File: src/sv/cpd_pkg.sv
// Shared types and constants for the contour point decimator.
package cpd_pkg;

   localparam int COORD_BITS   = 12;
   localparam int THR_BITS     = 8;
   localparam int CAI_BITS     = 10;
   localparam int INDEX_BITS   = 11;
   localparam int CSR_IDX_BITS = 2;
   localparam int CSR_DAT_BITS = 10;

   localparam logic [INDEX_BITS-1:0] INDEX_MAX = {INDEX_BITS{1'b1}};

   // register indexes
   localparam logic [CSR_IDX_BITS-1:0] REG_STEP_THRESHOLD    = 2'd0;
   localparam logic [CSR_IDX_BITS-1:0] REG_CLOSE_RADIUS      = 2'd1;
   localparam logic [CSR_IDX_BITS-1:0] REG_CLOSE_AFTER_INDEX = 2'd2;

   localparam logic [THR_BITS-1:0] STEP_THRESHOLD_RESET    = 8'd10;
   localparam logic [THR_BITS-1:0] CLOSE_RADIUS_RESET      = 8'd10;
   localparam logic [CAI_BITS-1:0] CLOSE_AFTER_INDEX_RESET = 10'd10;

   localparam int QDEPTH    = 4;
   localparam int QPTR_BITS = 2;
   localparam int QCNT_BITS = 3;
   localparam logic [QCNT_BITS-1:0] QDEPTH_CNT = 3'd4;

   // one classified item waiting for the back end
   typedef struct packed {
      logic [COORD_BITS-1:0] x;
      logic [COORD_BITS-1:0] y;
      logic [COORD_BITS-1:0] origin_x;
      logic [COORD_BITS-1:0] origin_y;
      logic                  emit_point;
      logic                  emit_close;
   } entry_type;

   typedef struct packed {
      logic full;
      logic empty;
   } qstat_type;

endpackage

File: src/sv/contour_point_decimator.sv
// Contour point decimator: top level joining front end, queue and back end.
//
// Contour points enter on the req_ channel (valid/stall); an item is taken at a
// clock edge with req_valid high and req_stall low. Kept points leave on the rsp_
// channel with the same handshake. The csr_ port writes step_threshold (0),
// close_radius (1) and close_after_index (2); write only while idle.
// A start item always yields its point. Later items yield nothing, their point,
// the closing origin copy (rsp_run_closed high), or the point and then the
// closing copy. After closure items are dropped until the next start.
// A taken item is written into the queue; the output register then loads it from
// the queue head, and rsp_valid rises with that load.
// Throughput: one item per cycle unless the queue is full. Classification is one
// subtract-and-compare stage; a two-result item uses the output register for both.
// A four-entry queue sits between classification and the output register, so
// input keeps flowing while the receiver stalls until the queue fills, and
// req_stall then follows the queue's full flag. Results are held while stalled.
// Reset (synchronous) restores the register defaults, empties the queue and
// leaves the block waiting for a start item.
module contour_point_decimator
   import cpd_pkg::*;
(
   input  logic                    clock,
   input  logic                    reset,
   input  logic                    req_valid,
   output logic                    req_stall,
   input  logic [COORD_BITS-1:0]   req_point_x,
   input  logic [COORD_BITS-1:0]   req_point_y,
   input  logic                    req_run_start,
   output logic                    rsp_valid,
   input  logic                    rsp_stall,
   output logic [COORD_BITS-1:0]   rsp_out_x,
   output logic [COORD_BITS-1:0]   rsp_out_y,
   output logic                    rsp_run_closed,
   input  logic                    csr_write_enable,
   input  logic [CSR_IDX_BITS-1:0] csr_index,
   input  logic [CSR_DAT_BITS-1:0] csr_write_data
);

   qstat_type q_stat;
   entry_type push_entry, head;
   logic      push, pop;

   cpd_front u_front (
      .clock            (clock),
      .reset            (reset),
      .req_valid        (req_valid),
      .req_stall        (req_stall),
      .req_point_x      (req_point_x),
      .req_point_y      (req_point_y),
      .req_run_start    (req_run_start),
      .csr_write_enable (csr_write_enable),
      .csr_index        (csr_index),
      .csr_write_data   (csr_write_data),
      .q_stat           (q_stat),
      .push             (push),
      .push_entry       (push_entry)
   );

   cpd_queue u_queue (
      .clock      (clock),
      .reset      (reset),
      .push       (push),
      .push_entry (push_entry),
      .pop        (pop),
      .head       (head),
      .q_stat     (q_stat)
   );

   cpd_back u_back (
      .clock          (clock),
      .reset          (reset),
      .head           (head),
      .q_stat         (q_stat),
      .pop            (pop),
      .rsp_valid      (rsp_valid),
      .rsp_stall      (rsp_stall),
      .rsp_out_x      (rsp_out_x),
      .rsp_out_y      (rsp_out_y),
      .rsp_run_closed (rsp_run_closed)
   );

endmodule

File: src/sv/cpd_front.sv
// Front end: accepts points, keeps run state and classifies each item.
module cpd_front
   import cpd_pkg::*;
(
   input  logic                    clock,
   input  logic                    reset,
   input  logic                    req_valid,
   output logic                    req_stall,
   input  logic [COORD_BITS-1:0]   req_point_x,
   input  logic [COORD_BITS-1:0]   req_point_y,
   input  logic                    req_run_start,
   input  logic                    csr_write_enable,
   input  logic [CSR_IDX_BITS-1:0] csr_index,
   input  logic [CSR_DAT_BITS-1:0] csr_write_data,
   input  qstat_type               q_stat,
   output logic                    push,
   output entry_type               push_entry
);

   logic [THR_BITS-1:0]   step_threshold_ff, step_threshold_in;
   logic [THR_BITS-1:0]   close_radius_ff, close_radius_in;
   logic [CAI_BITS-1:0]   close_after_index_ff, close_after_index_in;
   logic [COORD_BITS-1:0] kept_x_ff, kept_x_in, kept_y_ff, kept_y_in;
   logic [COORD_BITS-1:0] origin_x_ff, origin_x_in, origin_y_ff, origin_y_in;
   logic [INDEX_BITS-1:0] input_index_ff, input_index_in, index_next;
   logic                  run_done_ff, run_done_in;
   logic                  accept, step_hit, close_hit;
   logic [COORD_BITS-1:0] dx_kept, dy_kept, dx_origin, dy_origin;

   function automatic logic [COORD_BITS-1:0] absdiff(input logic [COORD_BITS-1:0] a,
                                                     input logic [COORD_BITS-1:0] b);
      return (a > b) ? (a - b) : (b - a);
   endfunction

   assign req_stall = q_stat.full;
   assign accept    = req_valid && !q_stat.full;

   assign dx_kept   = absdiff(req_point_x, kept_x_ff);
   assign dy_kept   = absdiff(req_point_y, kept_y_ff);
   assign dx_origin = absdiff(req_point_x, origin_x_ff);
   assign dy_origin = absdiff(req_point_y, origin_y_ff);

   assign index_next = (input_index_ff < INDEX_MAX) ? input_index_ff + 1'b1 : input_index_ff;

   assign step_hit = (dx_kept > COORD_BITS'(step_threshold_ff))
                  || (dy_kept > COORD_BITS'(step_threshold_ff));
   assign close_hit = (index_next > INDEX_BITS'(close_after_index_ff))
                   && (dx_origin < COORD_BITS'(close_radius_ff))
                   && (dy_origin < COORD_BITS'(close_radius_ff));

   always_comb begin
      step_threshold_in    = step_threshold_ff;
      close_radius_in      = close_radius_ff;
      close_after_index_in = close_after_index_ff;
      if (csr_write_enable) begin
         case (csr_index)
            REG_STEP_THRESHOLD:    step_threshold_in    = csr_write_data[THR_BITS-1:0];
            REG_CLOSE_RADIUS:      close_radius_in      = csr_write_data[THR_BITS-1:0];
            REG_CLOSE_AFTER_INDEX: close_after_index_in = csr_write_data[CAI_BITS-1:0];
            default: ;
         endcase
      end
   end

   always_comb begin
      kept_x_in      = kept_x_ff;
      kept_y_in      = kept_y_ff;
      origin_x_in    = origin_x_ff;
      origin_y_in    = origin_y_ff;
      input_index_in = input_index_ff;
      run_done_in    = run_done_ff;
      push           = 1'b0;
      push_entry.x          = req_point_x;
      push_entry.y          = req_point_y;
      push_entry.origin_x   = origin_x_ff;
      push_entry.origin_y   = origin_y_ff;
      push_entry.emit_point = step_hit;
      push_entry.emit_close = close_hit;
      if (accept) begin
         if (req_run_start) begin
            kept_x_in      = req_point_x;
            kept_y_in      = req_point_y;
            origin_x_in    = req_point_x;
            origin_y_in    = req_point_y;
            input_index_in = '0;
            run_done_in    = 1'b0;
            push           = 1'b1;
            push_entry.emit_point = 1'b1;
            push_entry.emit_close = 1'b0;
         end else if (!run_done_ff) begin
            input_index_in = index_next;
            if (step_hit) begin
               kept_x_in = req_point_x;
               kept_y_in = req_point_y;
            end
            if (close_hit) run_done_in = 1'b1;
            push = step_hit || close_hit;
         end
      end
   end

   always_ff @(posedge clock) begin
      if (reset) begin
         step_threshold_ff    <= STEP_THRESHOLD_RESET;
         close_radius_ff      <= CLOSE_RADIUS_RESET;
         close_after_index_ff <= CLOSE_AFTER_INDEX_RESET;
         kept_x_ff            <= '0;
         kept_y_ff            <= '0;
         origin_x_ff          <= '0;
         origin_y_ff          <= '0;
         input_index_ff       <= '0;
         run_done_ff          <= 1'b1;
      end else begin
         step_threshold_ff    <= step_threshold_in;
         close_radius_ff      <= close_radius_in;
         close_after_index_ff <= close_after_index_in;
         kept_x_ff            <= kept_x_in;
         kept_y_ff            <= kept_y_in;
         origin_x_ff          <= origin_x_in;
         origin_y_ff          <= origin_y_in;
         input_index_ff       <= input_index_in;
         run_done_ff          <= run_done_in;
      end
   end

   a_start_opens_run: assert property (@(posedge clock) disable iff (reset)
      accept && req_run_start |=> !run_done_ff && input_index_ff == '0)
      else $error("start item did not open a run");

   a_push_not_full: assert property (@(posedge clock) disable iff (reset)
      push |-> !q_stat.full)
      else $error("push into full queue");

   a_idle_drops: assert property (@(posedge clock) disable iff (reset)
      accept && !req_run_start && run_done_ff |-> !push)
      else $error("item pushed while waiting for a start");

endmodule

File: src/sv/cpd_queue.sv
// Short FIFO of classified items between front and back end.
module cpd_queue
   import cpd_pkg::*;
(
   input  logic      clock,
   input  logic      reset,
   input  logic      push,
   input  entry_type push_entry,
   input  logic      pop,
   output entry_type head,
   output qstat_type q_stat
);

   entry_type             entries_ff [QDEPTH];
   logic [QPTR_BITS-1:0]  rd_ptr_ff, rd_ptr_in, wr_ptr_ff, wr_ptr_in;
   logic [QCNT_BITS-1:0]  count_ff, count_in;

   assign head         = entries_ff[rd_ptr_ff];
   assign q_stat.full  = (count_ff == QDEPTH_CNT);
   assign q_stat.empty = (count_ff == '0);

   always_comb begin
      rd_ptr_in = pop  ? rd_ptr_ff + 1'b1 : rd_ptr_ff;
      wr_ptr_in = push ? wr_ptr_ff + 1'b1 : wr_ptr_ff;
      count_in  = count_ff;
      if (push && !pop) count_in = count_ff + 1'b1;
      else if (pop && !push) count_in = count_ff - 1'b1;
   end

   always_ff @(posedge clock) begin
      if (push) entries_ff[wr_ptr_ff] <= push_entry;
   end

   always_ff @(posedge clock) begin
      if (reset) begin
         rd_ptr_ff <= '0;
         wr_ptr_ff <= '0;
         count_ff  <= '0;
      end else begin
         rd_ptr_ff <= rd_ptr_in;
         wr_ptr_ff <= wr_ptr_in;
         count_ff  <= count_in;
      end
   end

   a_count_bound: assert property (@(posedge clock) disable iff (reset)
      count_ff <= QDEPTH_CNT)
      else $error("queue count overflow");

   a_no_pop_empty: assert property (@(posedge clock) disable iff (reset)
      pop |-> count_ff != '0)
      else $error("pop from empty queue");

   a_fill_tracks: assert property (@(posedge clock) disable iff (reset)
      push && !pop |=> count_ff == $past(count_ff) + 1'b1)
      else $error("queue count did not follow push");

endmodule

File: src/sv/cpd_back.sv
// Back end: turns queued items into one or two results through an output register.
module cpd_back
   import cpd_pkg::*;
(
   input  logic                  clock,
   input  logic                  reset,
   input  entry_type             head,
   input  qstat_type             q_stat,
   output logic                  pop,
   output logic                  rsp_valid,
   input  logic                  rsp_stall,
   output logic [COORD_BITS-1:0] rsp_out_x,
   output logic [COORD_BITS-1:0] rsp_out_y,
   output logic                  rsp_run_closed
);

   logic                  rsp_valid_ff, rsp_valid_in;
   logic [COORD_BITS-1:0] out_x_ff, out_x_in, out_y_ff, out_y_in;
   logic                  closed_ff, closed_in;
   logic                  second_ff, second_in;   // point part of a two-result item is out
   logic                  load, head_valid;

   assign head_valid = !q_stat.empty;
   assign load       = head_valid && (!rsp_valid_ff || !rsp_stall);

   always_comb begin
      rsp_valid_in = rsp_valid_ff;
      out_x_in     = out_x_ff;
      out_y_in     = out_y_ff;
      closed_in    = closed_ff;
      second_in    = second_ff;
      pop          = 1'b0;
      if (!rsp_valid_ff || !rsp_stall) rsp_valid_in = head_valid;
      if (load) begin
         if (head.emit_point && !second_ff) begin
            out_x_in  = head.x;
            out_y_in  = head.y;
            closed_in = 1'b0;
            if (head.emit_close) second_in = 1'b1;
            else pop = 1'b1;
         end else begin
            out_x_in  = head.origin_x;
            out_y_in  = head.origin_y;
            closed_in = 1'b1;
            second_in = 1'b0;
            pop       = 1'b1;
         end
      end
   end

   always_ff @(posedge clock) begin
      if (reset) begin
         rsp_valid_ff <= 1'b0;
         second_ff    <= 1'b0;
      end else begin
         rsp_valid_ff <= rsp_valid_in;
         second_ff    <= second_in;
      end
   end

   always_ff @(posedge clock) begin
      out_x_ff  <= out_x_in;
      out_y_ff  <= out_y_in;
      closed_ff <= closed_in;
   end

   assign rsp_valid      = rsp_valid_ff;
   assign rsp_out_x      = out_x_ff;
   assign rsp_out_y      = out_y_ff;
   assign rsp_run_closed = closed_ff;

   a_second_has_head: assert property (@(posedge clock) disable iff (reset)
      second_ff |-> head_valid && head.emit_point && head.emit_close)
      else $error("second result pending without a two-result item");

   a_pop_loads: assert property (@(posedge clock) disable iff (reset)
      pop |-> load)
      else $error("item popped without a result loaded");

   a_second_then_close: assert property (@(posedge clock) disable iff (reset)
      second_ff && load |=> rsp_valid_ff && closed_ff && !second_ff)
      else $error("closing result did not follow the point result");

endmodule

File: config.mk
export PLATFORM = sky130hd
export DESIGN_NAME = contour_point_decimator
export DESIGN_NICKNAME = d
export VERILOG_FILES = /design/src/sv/cpd_pkg.sv /design/src/sv/contour_point_decimator.sv /design/src/sv/cpd_front.sv /design/src/sv/cpd_queue.sv /design/src/sv/cpd_back.sv
export SDC_FILE = /design/constraint.sdc
export NUM_CORES = 1
export LEC_CHECK = 0
export CAP_MARGIN = 30
export CORE_AREA = 2 2 156 310
export CTS_CLUSTER_DIAMETER = 40
export CTS_CLUSTER_SIZE = 14
export DETAILED_ROUTE_END_ITERATION = 10
export DIE_AREA = 0 0 158 312
export DONT_BUFFER_PORTS = 1
export MAX_ROUTING_LAYER = met4
export PLACE_DENSITY = 0.63
export RECOVER_POWER = 25
export SYNTH_ARGS = -nofsm -noshare
export SYNTH_HDL_FRONTEND = slang
export SYNTH_HIERARCHICAL = 1
export SYNTH_SLANG_ARGS = --single-unit
File: constraint.sdc
create_clock -name clock -period 6.2 [get_ports clock]
set_input_delay 0.93 -clock clock [delete_from_list [all_inputs] [get_ports clock]]
set_output_delay 0.93 -clock clock [all_outputs]
set_load 0.02 [all_outputs]
After elaboration in Yosys (flattened, before gate mapping)

Memories as Yosys holds them, arrays and structs flattened. A register that Yosys moved wholly into a read port is not among the register bits.
Cells that the tools add are included.
W data, S select, Z words.

Output and inout bits: 27
Bits in writable memories: 200
Memories: 1
Input port bits: 42
Bits in registers: 120
Memory bits (read-only): 0
Latch bits: 0

Memory list:

| name               | depth | width | rd ports | clocked after Yosys merged registers in | wr ports | line            | RTL |
|---|---|---|---|---|---|---|---|
| u_queue.entries_ff | 4     | 50    | 1        | 1                                       | 1        | cpd_queue.sv:14 | `entry_type entries_ff [QDEPTH];` |

$add $sub $neg: 13
Shift-type cells: 0
Reduce and logical (&&, ||, !) cells: 28
Equal/unequal tests: 5
Order comparisons: 10
$mul: 0
Bitwise gates (word level): 0
Muxes and demuxes: 35
Divide/modulo/power cells: 0

Operators by type and width:

| kind                    | count |
|---|---|
| $mux W12                | 12 |
| $sub A12 B12 Y12        | 8 |
| $gt A12 B12 Y1          | 4 |
| $mux W11                | 3 |
| $gt A12 B8 Y1           | 2 |
| $lt A12 B8 Y1           | 2 |
| $mux W1                 | 14 |
| $reduce_and A2 Y1       | 6 |
| $add A11 B1 Y11 const B | 1 |
| $gt A11 B10 Y1          | 1 |
| $lt A11 B11 Y1 const B  | 1 |
| $mux W2                 | 4 |
| $logic_and A1 B1 Y1     | 7 |
| $logic_not A1 Y1        | 7 |
| $mux W3                 | 2 |
| $add A2 B1 Y2 const B   | 2 |
| $ne A2 B2 Y1 const B    | 2 |
| $reduce_bool A2 Y1      | 2 |
| $add A3 B1 Y3 const B   | 1 |
| $eq A3 B3 Y1 const B    | 1 |
| $logic_not A3 Y1        | 1 |
| $logic_or A1 B1 Y1      | 3 |
| $reduce_and A3 Y1       | 1 |
| $sub A3 B1 Y3 const B   | 1 |
| 3 further kinds         | 3 |

Longest topological paths before layout

Depth after elaboration: 13
Mapped depth: 28

Cells and area by module

Netlist, hierarchy kept.

Modules (own cells, without submodules):

| module    | seq. area each (µm²) | cells each | times used | area an instance (µm²) |
|---|---|---|---|---|
| cpd_front | 1721.7               | 1269       | 1          | 9621.7 |
| cpd_queue | 6185.9               | 306        | 1          | 7701.1 |
| cpd_back  | 790.8                | 63         | 1          | 1233.7 |

Worst setup path before layout

OpenSTA, ideal clock, no wires.

Path type: input to register
Start: input req_point_y[0]
End: memory u_queue/entries_ff[0][0] (netlist bit), enable pin
Data arrival time: 6178 ps
Path slack: -390 ps
Data required time: 5787 ps
Stages: 23
Buffers on the path: 1
Cells stage by stage: inv_1 -> ha_1 -> inv_1 -> fa_1 -> a211oi_1 -> o21a_1 -> a211o_1 -> a21o_1 -> buf_2 -> mux2i_1 -> o21ai_1 -> a221oi_2 -> xnor2_1 -> ha_1 -> a211oi_1 -> o21ai_0 -> o2111ai_1 -> nand3_1 -> a2111oi_0 -> and3_1 -> o211ai_1 -> a31oi_1 -> and2_1

Longest elaborated chain between the ends: 10
Elaborated cells on any way between the ends: 18

Ends and longest elaborated chain:

| element                                                   | line                             | RTL |
|---|---|---|
| from (decl)                                               | contour_point_decimator.sv:27    | `input logic [COORD_BITS-1:0] req_point_y,` |
| $sub A12 B12 Y12 or $gt A12 B12 Y1 (tied branches)        | cpd_front.sv:32                  | `return (a > b) ? (a - b) : (b - a);` |
| $mux W12                                                  | cpd_front.sv:32                  |  |
| $gt A12 B8 Y1 or $lt A12 B8 Y1 (tied branches)            | cpd_front.sv:46, cpd_front.sv:49 |  |
| $logic_or A1 B1 Y1 or $logic_and A1 B1 Y1 (tied branches) | cpd_front.sv:46, cpd_front.sv:49 |  |
| $logic_or A1 B1 Y1 (*)                                    | cpd_front.sv:97                  | `push = step_hit \|\| close_hit;` |
| $mux W1 (*)                                               | cpd_front.sv:90                  | `end else if (!run_done_ff) begin` |
| $mux W1 (*)                                               | cpd_front.sv:80                  | `if (req_run_start) begin` |
| $mux W1 (*)                                               | cpd_front.sv:79                  | `if (accept) begin` |
| net push                                                  | contour_point_decimator.sv:41    | `logic push, pop;` |
| $mux W1 (*)                                               | cpd_queue.sv:31                  | `if (push) entries_ff[wr_ptr_ff] <= push_entry;` |
| $mux W1 (implied by the code) (*)                         | cpd_queue.sv:31                  |  |
| to (decl)                                                 | cpd_queue.sv:14                  |  |

Mark *: on every way through the listed nets, which the timed path passes. The rest lies on a longest branch.

Worst setup path after layout

Start: input req_point_y[0]
End: register u_queue.count_ff[2]

Longest elaborated chain between the ends: 11
Elaborated cells on any way between the ends: 21

Ends and longest elaborated chain:

| element                                                   | line                             | RTL |
|---|---|---|
| $sub A12 B12 Y12 or $gt A12 B12 Y1 (tied branches)        | cpd_front.sv:32                  |  |
| $mux W12                                                  | cpd_front.sv:32                  |  |
| $gt A12 B8 Y1 or $lt A12 B8 Y1 (tied branches)            | cpd_front.sv:46, cpd_front.sv:49 |  |
| $logic_or A1 B1 Y1 or $logic_and A1 B1 Y1 (tied branches) | cpd_front.sv:46, cpd_front.sv:49 |  |
| $logic_or A1 B1 Y1 (*)                                    | cpd_front.sv:97                  |  |
| $mux W1 (*)                                               | cpd_front.sv:90                  |  |
| $mux W1 (*)                                               | cpd_front.sv:80                  |  |
| $mux W1 (*)                                               | cpd_front.sv:79                  |  |
| net push                                                  | contour_point_decimator.sv:41    |  |
| $logic_not A1 Y1                                          | cpd_queue.sv:27                  | `else if (pop && !push) count_in = count_ff - 1'b1;` |
| $logic_and A1 B1 Y1                                       | cpd_queue.sv:27                  |  |
| $reduce_bool A2 Y1 (no source line)                       | n/a                              |  |
| to (signal assigned)                                      | cpd_queue.sv:42                  | `count_ff <= count_in;` |
| to (decl)                                                 | cpd_queue.sv:16                  | `logic [QCNT_BITS-1:0] count_ff, count_in;` |

Marked as above.
A chain may end at the register's enable or synchronous reset.

==> metrics.yaml <==
synth:
  postSynthAreaPerCell_um2: 11.33
  synth_seq_cells: 322
  yosysUniqueCellTypes: 80
  synth_xor_area_frac: 0.02407
  synth_edf_count: 225
  ys.warnings.count: 6
  synth_top_family_by_area: "compound AO/OA/AOI/OAI gates"
  synthSimpleGateAreaFrac: 0.09709
  async_flop_share: 0
  syn_area_mm2: 0.01856
  ys.flop_type: "edfxtp_1"
  synth_nets: 1827
  synth-compound-area-share: 0.1251
  synth_fa_ha_area_frac: 0.1028
  synthMuxAreaShare: 0.1159
  synth_cells: 1638
  synth_seq_area_share: 0.4687
setup_path:
  critPathLaunchType: "input pin"
  cp_max_fo: 8
  cp_slowest_stage_delay_ps: 370
  cp_slowest_cell: "fa_1"
  critical-path-top-delay-family: "compound AO/OA/AOI/OAI gates"
  crit_path_end_kind: "flip-flop"
  crit_arrival_ps: 6260
  crit_type: "input pin to flip-flop"
  cp.required_ps: 6670
  path_buf_inv: 4
cells_and_area:
  n_fill_cell: 4381
  final_nets: 1848
  drive_above_1_share: 0.1532
  antenna_cells: 0
  layoutNonFillerInstCount: 2311
  stdcell_area_mm2: 0.02065
  syn2layout_area_growth_pct: 11.28
power:
  leakagePower_uw: 0.007833
  power_density_mw_per_mm2: 359.5
  clkPwrFrac: 0.294
  vdd_drop_max_v: 0.0001986
  swShare: 0.3277
  seqPwrFrac: 0.392
  comb_power_share: 0.314
  power.switching_uw: 2433
  p_int_uw: 4991
clock_tree:
  cts_buffer_depth: 3
  cts_sinks: 322
  cts_hold_buffers: 0
  insertion_delay_ps: 540
  htreeDepth: 2
  cts_made_buffers: 36
  path_clk_slew_ps: 60
  cts_tree: "yes"
  cts-root-buf: "clkbuf_16"
run_status:
  status: "finished clean"
floorplanning:
  rows: 112
  core_area_mm2: 0.04680
  io_pins: 69
  dieArea_mm2: 0.04930
  fp.dieW_um: 158
  initial_core_util: 0.3965
  die_y_um: 312
worst_hold_path:
  hp-class: "input pin to flip-flop"
timing:
  fmax_ghz: 0.1727
  finalHoldViolations: 0
  finalCritPeriodShare: 0.9340
  tns_ps: 0
  rsz0062_at_grt: "no"
  slew_violations: 0
  min_period_ps: 5791
  fin_skew_ps: 15.68
  fin_hold_ws_ps: 467.0
  tightest_slew_ps: 757.6
  slew_headroom: 0.4949
  setup_viol: 0
detailed_routing:
  vias: 12812
  dr.first_iter.drc_count: 638
  drc: 0
  postRouteAntennaNets: 0
  dr.pass1.iters: 5
  wl_mm: 46.77
  avgRoutedWirePerCell_um: 20.24
  via_per_inst: 5.544
place:
  dp_cells: 2246
  placed_cell_area_mm2: 0.01942
  hpwl_mm: 34.14
  portBuffers: 0
  globalplace.congestion: 0.9477
grt:
  grt.total_usage: 0.1964
  antenna_found_initial: 0
  first_global_vias: 13259
  overflow: 0
  grt_max_degree: 116
  grt_pass1_wl_mm: 72.76
run:
  cap_violations: 0
worst register-to-register path, cell delays in order, from the launching register on:
cell,delay (ps)
dfxtp_2,410
ha_1,190
inv_1,60
fa_1,390
a211oi_1,260
o21a_1,190
a211o_1,150
buf_4,120
a21oi_4,50
mux2i_1,210
o21ai_1,110
a221oi_2,250
xnor2_1,160
ha_1,270
a211oi_1,230
o21ai_0,110
o2111ai_1,120
nand3_1,130
a2111oi_2,300
and3_1,220
o211ai_1,140
a31oi_4,270
ha_1,230
inv_1,60
fa_1,370
xor2_1,170
or3_1,310
a21oi_1,140
final timing paths:
| check | start | endpoint | slack [ps] | cells past startpoint |
|---|---|---|---|---|
| hold / removal | reset | u_back/rsp_valid$_SDFFE_PP0P_ | 470 | 1 |
| setup reg to reg | u_front/origin_y_ff[0]$_SDFFE_PP0P_ | u_queue/count_ff[2]$_SDFFE_PP0P_ | 480 | 27 |
| hold reg to reg | u_front/close_after_index_ff[2]$_SDFFE_PP0P_ | u_front/close_after_index_ff[2]$_SDFFE_PP0P_ | 490 | 2 |
| setup / recovery | req_point_y[0] | u_queue/count_ff[2]$_SDFFE_PP0P_ | 410 | 28 |
cells in the mapped netlist, drive strengths merged, types with 43 or more instances:
master,count,area [um2]
edfxtp,225,6756
ha,138,1727
nand2,138,518.0
inv,135,506.7
a21oi,121,616.9
dfxtp,97,1942
nor2,77,289.0
buf,72,571.8
mux2i,63,630.6
o21ai,51,255.2
mux4,50,1126
nor3,43,220.2
through the flow:
step           utilization  worst slack (ps)  total power, uW
2_1_floorplan            -             80.11             4711
3_5_place_dp        0.4149            -404.9             5308
6_report            0.4412             408.9             7425
3_3_place_gp        0.4145            -69.09             5257
5_1_grt             0.4412             4.322             7829
4_1_cts             0.4405             100.0             7507
power groups by stage:
stage | sequential [uW] | clock [uW] | combinational (uW)
after floorplan | 2870 | 0 | 1840
after global placement | 2950 | 0 | 2310
after detailed placement | 2960 | 0 | 2340
after CTS | 2920 | 2240 | 2350
after global routing | 2950 | 2310 | 2570
final | 2910 | 2180 | 2330
cells in the final DEF (no fill, tap or decap), types with 42 or more instances in the layout:
master    synthesis  final
edfxtp_1        225    225
nand2_1         138    138
ha_1            138    138
inv_1           135    135
a21oi_1         120    119
dfxtp_1          97     93
buf_4            32     89
nor2_1           77     77
mux2i_1          63     63
mux4_2           50     50
o21ai_0          48     48
nor3_1           42     42
sequential cells by signal, summed over array words and instances, names as in the netlist, 2 cells and up, named ones only:
signal / cells
u_front/step_threshold_ff: 8
u_front/close_after_index_ff: 10
u_front/kept_x_ff: 12
u_back/rsp_out_x: 12
u_front/origin_x_ff: 12
u_front/input_index_ff: 11
u_front/close_radius_ff: 8
u_queue/wr_ptr_ff: 2
u_front/kept_y_ff: 12
u_back/rsp_out_y: 12
u_queue/rd_ptr_ff: 2
u_queue/entries_ff: 200
u_front/origin_y_ff: 12
u_queue/count_ff: 3
repair_timing:
item / CTS / global route
resized for setup: 0 / 6
endpoints found under the setup margin: 0 / 2
setup buffers: 0 / 2
cells by family (layout without fill, tap and decap cells):
logic type,Yosys count,count (layout)
mux,142,142
buf+inv,247,293
compound gates,351,351
fa+ha+maj,147,147
xor+xnor,51,51
simple gates,378,378
flops,322,322
layout make-up:
| cell class | count | area, um2 | share of cell area |
|---|---|---|---|
| Clock buffer | 41 | 929.6 | 0.04502 |
| Clock inverter | 22 | 269.0 | 0.01303 |
| Inverter | 135 | 506.7 | 0.02454 |
| Multi-Input combinational cell | 1069 | 8697 | 0.4212 |
| Sequential cell | 322 | 8706 | 0.4216 |
| Tap cell | 627 | 784.5 | 0.03799 |
| Timing Repair Buffer | 95 | 757.0 | 0.03666 |
layer usage:
metal  routed length (um)  share of wire  track usage  vias to the layer above
met3                 1606          0.034      0.02759                      114
met1                17160           0.37       0.1993                     6351
met2                25530           0.55       0.3615                      264
met4                 2477          0.053      0.09726                        0
met5                    0              0            -                        -
li1                     -              -            -                     6083
(Power assumes the default switching activity.)
